`config.mk`:
```
export PLATFORM = sky130hd
export DESIGN_NAME = ckvp_ctrl
export DESIGN_NICKNAME = d
export VERILOG_FILES = /design/src/rtl/core/ckvp_pkg.sv /design/src/rtl/core/ckvp_ctrl.sv
export SDC_FILE = /design/constraint.sdc
export NUM_CORES = 1
export LEC_CHECK = 0
export BUFFER_PORTS_ARGS = -buffer_cell sky130_fd_sc_hd__buf_2
export CAP_MARGIN = 20
export CORE_UTILIZATION = 39
export DETAILED_ROUTE_END_ITERATION = 8
export HOLD_SLACK_MARGIN = 0.12
export MAX_ROUTING_LAYER = met4
export PLACE_DENSITY = 0.74
export SLEW_MARGIN = 20
export SYNTH_ARGS = -nofsm -noshare
export SYNTH_HDL_FRONTEND = slang
export SYNTH_SLANG_ARGS = --single-unit
```
`constraint.sdc`:
```
create_clock -name i_clk -period 1.5 [get_ports i_clk]
set_clock_uncertainty 0.2 [all_clocks]
set_input_delay 0.075 -clock i_clk [delete_from_list [all_inputs] [get_ports i_clk]]
set_output_delay 0.075 -clock i_clk [all_outputs]
set_load 0.05 [all_outputs]
```
`src/rtl/core/ckvp_pkg.sv`:
```
// Types, codes and constants of the caseless key/value probe table.
package ckvp_pkg;

    // Bucket count; the slot output and the table size register are sized for it.
    localparam int          TABLE_DEPTH  = 128;

    localparam logic [63:0] FNV_BASIS    = 64'hCBF29CE484222325;
    // The FNV prime is 2^40 + 0x1B3; only the low part needs a multiplier.
    localparam logic [8:0]  FNV_PRIME_LO = 9'h1B3;
    localparam int          FNV_PRIME_SH = 40;

    localparam logic REG_TABLE_SIZE = 1'b0;
    localparam logic REG_MAX_VLEN   = 1'b1;

    localparam logic ACT_INSERT = 1'b0;
    localparam logic ACT_LOOKUP = 1'b1;

    typedef enum logic [2:0] {
        ST_INSERTED  = 3'd0,
        ST_DUPLICATE = 3'd1,
        ST_FULL      = 3'd2,
        ST_TOO_LONG  = 3'd3,
        ST_FOUND     = 3'd4,
        ST_NOT_FOUND = 3'd5
    } t_status;

    typedef enum logic [3:0] {
        S_IDLE,
        S_FOLD,
        S_CHECK,
        S_DIV,
        S_HEAD,
        S_PROBE,
        S_CMP_RD,
        S_CMP_CHK,
        S_COPY,
        S_NEXT,
        S_RESULT
    } t_state;

    typedef struct packed {
        logic    accept;
        logic    fold;
        logic    div_start;
        logic    div_step;
        logic    advance;
        logic    idx_clr;
        logic    idx_inc;
        logic    ins_write;
        logic    copy_write;
        logic    set_res;
        t_status res_code;
        logic    out_load;
    } t_cmd;

    typedef struct packed {
        logic last;
        logic is_lookup;
        logic too_long;
        logic overlong;
        logic div_last;
        logic used;
        logic len_eq;
        logic byte_eq;
        logic idx_last;
        logic probe_last;
        logic out_free;
    } t_stat;

    function automatic logic [7:0] fold_case(input logic [7:0] b);
        if (b >= 8'h41 && b <= 8'h5A) begin
            return b + 8'd32;
        end
        return b;
    endfunction

endpackage

```
`src/rtl/core/ckvp_ctrl.sv`:
```
// Sequencer for hashing, slot division, probing, compare, copy and result.
module ckvp_ctrl
    import ckvp_pkg::*;
(
    input  logic  i_clk,
    input  logic  i_rst_n,
    input  logic  i_in_valid,
    input  t_stat i_stat,
    output logic  o_in_stall,
    output t_cmd  o_cmd
);

    t_state r_state;
    t_state n_state;

    always_ff @(posedge i_clk) begin
        if (!i_rst_n) begin
            r_state <= S_IDLE;
        end else begin
            r_state <= n_state;
        end
    end

    always_comb begin
        n_state = r_state;
        case (r_state)
            S_IDLE: begin
                if (i_in_valid) begin
                    n_state = S_FOLD;
                end
            end
            S_FOLD: begin
                n_state = i_stat.last ? S_CHECK : S_IDLE;
            end
            S_CHECK: begin
                if (i_stat.too_long || (i_stat.is_lookup && i_stat.overlong)) begin
                    n_state = S_RESULT;
                end else begin
                    n_state = S_DIV;
                end
            end
            S_DIV: begin
                if (i_stat.div_last) begin
                    n_state = S_HEAD;
                end
            end
            S_HEAD: n_state = S_PROBE;
            S_PROBE: begin
                if (!i_stat.used) begin
                    n_state = i_stat.is_lookup ? S_RESULT : S_COPY;
                end else if (i_stat.len_eq) begin
                    n_state = S_CMP_RD;
                end else begin
                    n_state = S_NEXT;
                end
            end
            S_CMP_RD: n_state = S_CMP_CHK;
            S_CMP_CHK: begin
                if (!i_stat.byte_eq) begin
                    n_state = S_NEXT;
                end else if (i_stat.idx_last) begin
                    n_state = S_RESULT;
                end else begin
                    n_state = S_CMP_RD;
                end
            end
            S_COPY: begin
                if (i_stat.idx_last) begin
                    n_state = S_RESULT;
                end
            end
            S_NEXT: n_state = i_stat.probe_last ? S_RESULT : S_HEAD;
            S_RESULT: begin
                if (i_stat.out_free) begin
                    n_state = S_IDLE;
                end
            end
            default: n_state = S_IDLE;
        endcase
    end

    always_comb begin
        o_cmd      = '0;
        o_in_stall = (r_state != S_IDLE);
        case (r_state)
            S_IDLE: o_cmd.accept = i_in_valid;
            S_FOLD: o_cmd.fold = 1'b1;
            S_CHECK: begin
                if (i_stat.too_long) begin
                    o_cmd.set_res  = 1'b1;
                    o_cmd.res_code = ST_TOO_LONG;
                end else if (i_stat.is_lookup && i_stat.overlong) begin
                    o_cmd.set_res  = 1'b1;
                    o_cmd.res_code = ST_NOT_FOUND;
                end else begin
                    o_cmd.div_start = 1'b1;
                end
            end
            S_DIV: o_cmd.div_step = 1'b1;
            S_PROBE: begin
                if (!i_stat.used) begin
                    if (i_stat.is_lookup) begin
                        o_cmd.set_res  = 1'b1;
                        o_cmd.res_code = ST_NOT_FOUND;
                    end else begin
                        o_cmd.ins_write = 1'b1;
                        o_cmd.idx_clr   = 1'b1;
                    end
                end else begin
                    o_cmd.idx_clr = 1'b1;
                end
            end
            S_CMP_CHK: begin
                if (i_stat.byte_eq && i_stat.idx_last) begin
                    o_cmd.set_res  = 1'b1;
                    o_cmd.res_code = i_stat.is_lookup ? ST_FOUND : ST_DUPLICATE;
                end else if (i_stat.byte_eq) begin
                    o_cmd.idx_inc = 1'b1;
                end
            end
            S_COPY: begin
                o_cmd.copy_write = 1'b1;
                if (i_stat.idx_last) begin
                    o_cmd.set_res  = 1'b1;
                    o_cmd.res_code = ST_INSERTED;
                end else begin
                    o_cmd.idx_inc = 1'b1;
                end
            end
            S_NEXT: begin
                if (i_stat.probe_last) begin
                    o_cmd.set_res  = 1'b1;
                    o_cmd.res_code = i_stat.is_lookup ? ST_NOT_FOUND : ST_FULL;
                end else begin
                    o_cmd.advance = 1'b1;
                end
            end
            S_RESULT: o_cmd.out_load = i_stat.out_free;
            default: o_cmd = '0;
        endcase
    end

endmodule

```
==> impl_metrics.json, run 1 <==
{
  "synth_edf_count": 0,
  "die_y_um": 40.3,
  "fp.dieW_um": 40.3,
  "hpwl_um": 1600,
  "cts_root_buf": "clkbuf_4",
  "synthCells": 88,
  "clock-sinks": 4,
  "ioPinCount": 29,
  "lastStage": "global routing",
  "worstEndpointType": "primary output",
  "htreeDepth": 1,
  "status": "did not finish",
  "place_inst": 147,
  "syn_nets": 102,
  "avgSynthCellArea_um2": 6.51,
  "start_util": 0.430,
  "portBuffers": 28,
  "num_rows": 13,
  "synth_cell_types": 35,
  "cts_buffers": 3,
  "error": "[ERROR DPL-0038] Utilization greater than 100%, impossible to legalize",
  "synth_seq_cells": 4,
  "yosys_warnings": 0,
  "netlist.area_leader.share": 0.140,
  "yosysTopAreaCell": "dfxtp_1",
  "crit_endpoint": "o_cmd[1]",
  "grt_max_degree": 9,
  "synth_area_leaders": "dfxtp_1 (14%), a21oi_1 (7.0%), nor2b_1 (6.6%)",
  "ys_async_sr_fraction": 0,
  "synth_area_um2": 573,
  "clock_path_buffers": 2,
  "gp_congestion": 0.809,
  "yosysSeqAreaShare": 0.140,
  "synth_ff_type": "dfxtp_1"
}
kinds of logic after synthesis:
group           synth area share
simple gates               0.426
compound gates             0.317
buf+inv                    0.100
flops                      0.140
mux                       0.0175
metrics by stage:
step / instance area (um^2) / setup WS (ns) / setup TNS, ns / utilization
2_1_floorplan: 661 / -0.714 / -3.67 / -
4_1_cts: 1270 / -0.351 / -3.64 / 0.956
3_3_place_gp: 953 / -0.249 / -2.16 / 0.715
3_5_place_dp: 953 / -0.267 / -2.44 / 0.715
Yosys cell counts (all sizes together), types with 2 or more instances:
| library cell | number |
|---|---|
| nand2b | 2 |
| nand2 | 7 |
| nand3 | 3 |
| a21oi | 8 |
| o32ai | 3 |
| o21ai | 3 |
| nand4 | 2 |
| buf | 4 |
| a31oi | 2 |
| nor3 | 6 |
| o211ai | 2 |
| nor2b | 6 |
| inv | 9 |
| a21boi | 2 |
| dfxtp | 4 |
| nor2 | 8 |
timing repair:
item / 4_1_cts
pin swaps: 18
setup endpoints to repair: 19
endpoints found under the hold margin: 4
hold buffers: 4
setup buffers: 5
resized for setup: 64
==> run 2: changes to the inputs <==
--- a/config.mk
+++ b/config.mk
@@ -7,11 +7,10 @@
 export LEC_CHECK = 0
 export BUFFER_PORTS_ARGS = -buffer_cell sky130_fd_sc_hd__buf_2
 export CAP_MARGIN = 20
-export CORE_UTILIZATION = 39
+export CORE_AREA = 2 2 63 65
 export DETAILED_ROUTE_END_ITERATION = 8
-export HOLD_SLACK_MARGIN = 0.12
-export MAX_ROUTING_LAYER = met4
-export PLACE_DENSITY = 0.74
+export DIE_AREA = 0 0 65 67
+export PLACE_DENSITY_LB_ADDON = 0.15
 export SLEW_MARGIN = 20
 export SYNTH_ARGS = -nofsm -noshare
 export SYNTH_HDL_FRONTEND = slang
==> constraint.sdc (replaced) <==
create_clock -name i_clk -period 1.95 [get_ports i_clk]
set_clock_uncertainty 0.2 [all_clocks]
set_input_delay 0.0975 -clock i_clk [delete_from_list [all_inputs] [get_ports i_clk]]
set_output_delay 0.0975 -clock i_clk [all_outputs]
set_load 0.05 [all_outputs]
==> impl_metrics.json, run 2 <==
{
  "netlist.area_leader.share": 0.140,
  "clock_path_buffers": 2,
  "drcViolationCount": 0,
  "final_nets": 141,
  "die_y_um": 67,
  "ys_async_sr_fraction": 0,
  "routed_wirelength_um": 2120,
  "drt_iter0_markers": 34,
  "grt_pass1_wl_um": 3400,
  "route.vias.total": 771,
  "ir_worst_vdd_mv": 0.330,
  "synth_ff_type": "dfxtp_1",
  "drt-pass1-iter-count": 4,
  "ff_latch_area_um2": 90.1,
  "cp.required_ns": 1.65,
  "slowest_stage": "or4_4",
  "cp-start-kind": "register",
  "grt_overflow_total": 0,
  "avgSynthCellArea_um2": 6.51,
  "synth_edf_count": 0,
  "portBuffers": 28,
  "synthCells": 88,
  "largest_reg_flops": 4,
  "path_cells": "buf_4 -> or4_4 -> nor2_2 -> buf_2",
  "status": "completed",
  "cts_buffers": 3,
  "hpwl_um": 1660,
  "grt_use_total": 0.102,
  "hold_violations": 0,
  "setup_ws_ns": 0.0788,
  "syn2layout_area_growth_pct": 63.1,
  "vias_per_cell": 4.46,
  "yosysSeqAreaShare": 0.140,
  "crit_arrival_ns": 1.57,
  "synthTopCellsByCount": "inv_1 (9), a21oi_1 (8), nor2_1 (8)",
  "post-route-min-period_ns": 1.87,
  "cpPeakStageDelay_ns": 0.51,
  "coreArea_mm2": 0.00361,
  "multi_input_area_um2": 475,
  "cts_tree": "yes",
  "mostFrequentLayoutCell": "buf_2",
  "num_rows": 22,
  "slew_headroom": 0.702,
  "cts_root_buf": "clkbuf_8",
  "gp_congestion": 0.746,
  "drv_cap": 0,
  "antenna_cells": 0,
  "wl_per_cell_um": 12.3,
  "start_util": 0.159,
  "antenna_left": 0,
  "layout_common_cells": "buf_2 (26), buf_4 (11), inv_1 (9), a21oi_1 (7), nand2_1 (7)",
  "power_density_mw_per_mm2": 1190,
  "clock-sinks": 4,
  "total_power_mw": 1.11,
  "ioPinCount": 29,
  "setup_violations": 0,
  "syn_nets": 102,
  "tightest_slew_ns": 0.446,
  "rsz0062_at_grt": "false",
  "grt_pass1_vias": 745,
  "fp.dieW_um": 65,
  "clk_pin_slew_worst_paths_ns": 0.03,
  "final_layout_size_suffix_gt1_frac": 0.448,
  "die-area_mm2": 0.00436,
  "p_leak_nw": 0.407,
  "yosys_warnings": 0,
  "worst_setup_path_end_kind": "output pin",
  "post-route-util": 0.259,
  "pre_cts_slack_ns": 0.0513,
  "finalCritPeriodShare": 0.960,
  "worstSkewPairLatency_ns": 0.22,
  "synth_area_leaders": "dfxtp_1 (14%), a21oi_1 (7.0%), nor2b_1 (6.6%)",
  "path_max_fanout": 9,
  "yosysTopAreaCell": "dfxtp_1",
  "synth_most_common_cell": "inv_1",
  "fmax_mhz": 534,
  "top_register": "r_state",
  "synth_area_um2": 573,
  "path_class": "reg2out",
  "fillers": 417,
  "top_regs": "r_state x4",
  "hold_path.class": "in2reg",
  "synth_seq_cells": 4,
  "grt_max_degree": 14,
  "synth_cell_types": 35,
  "antenna_found_initial": 0,
  "htreeDepth": 1,
  "final_max_slew_viol_count": 0
}
## run 2: cell counts after synthesis
Identical to the previous run, type by type.
## run 2: final timing paths
path	start	end	slack, ns	cells past startpoint
worst max-delay path	r_state[3]	o_cmd[13]	0.08	4
worst min-delay path	i_stat[6]	r_state[0]	0.1	4
worst max register to register	r_state[3]	r_state[3]	0.21	6
worst min register to register	r_state[1]	r_state[1]	0.47	3
## run 2: kinds of logic after synthesis
group,count (synthesis),synth area share
and+or+nand+nor,43,0.426
AOI/OAI and AO/OA,26,0.317
buffers and inverters,14,0.100
DFF,4,0.140
muxes,1,0.0175
## run 2: final cells by class
type	count	share of cell area
inverter	9	0.0361
clock buffer	3	0.0442
multi-input combinational	70	0.509
timing repair buffer	39	0.250
tap	48	0.0643
sequential	4	0.0964
## run 2: stage by stage
step	hold WS (ns)	TNS, ns	instance area, um^2	instances
4_1_cts	0.0847	0	908	170
2_1_floorplan	0.0210	-0.613	606	88
3_3_place_gp	0.168	0	835	166
3_5_place_dp	0.173	0	835	166
5_1_grt	0.130	0	935	173
6_report	0.0964	0	935	173
## run 2: power breakdown
part	internal [mW]	total, mW	switching, mW	leakage, nW
logic	0.280	0.753	0.473	0.350
registers	0.112	0.185	0.0732	0.0349
clock network	0.131	0.172	0.0410	0.0216
total	0.524	1.11	0.587	0.407
## run 2: critical path, delay by kind of cell (launching register included)
kind	cells	cell delay, ns
buffers and inverters	2	0.43
DFF	1	0.33
and+or+nand+nor	2	0.59
## run 2: what timing repair did
item | in CTS | in global routing
pin swaps | 0 | 4
hold endpoints to repair | 4 | 0
hold buffers | 1 | 0
endpoints found under the setup margin | 5 | 4
resized for setup | 8 | 2
setup buffers | 0 | 3
## run 2: metal layers
layer | share of wire | track usage | vias to the layer above | wire length [um]
met3 | 0.050 | 0.0287 | 2 | 105
met1 | 0.47 | 0.136 | 354 | 997
li1 | - | - | 397 | -
met2 | 0.47 | 0.161 | 18 | 996
met4 | 0.0099 | 0.0266 | 0 | 21
met5 | 0 | 0 | - | 0
Power figures use the tool's default switching activity.
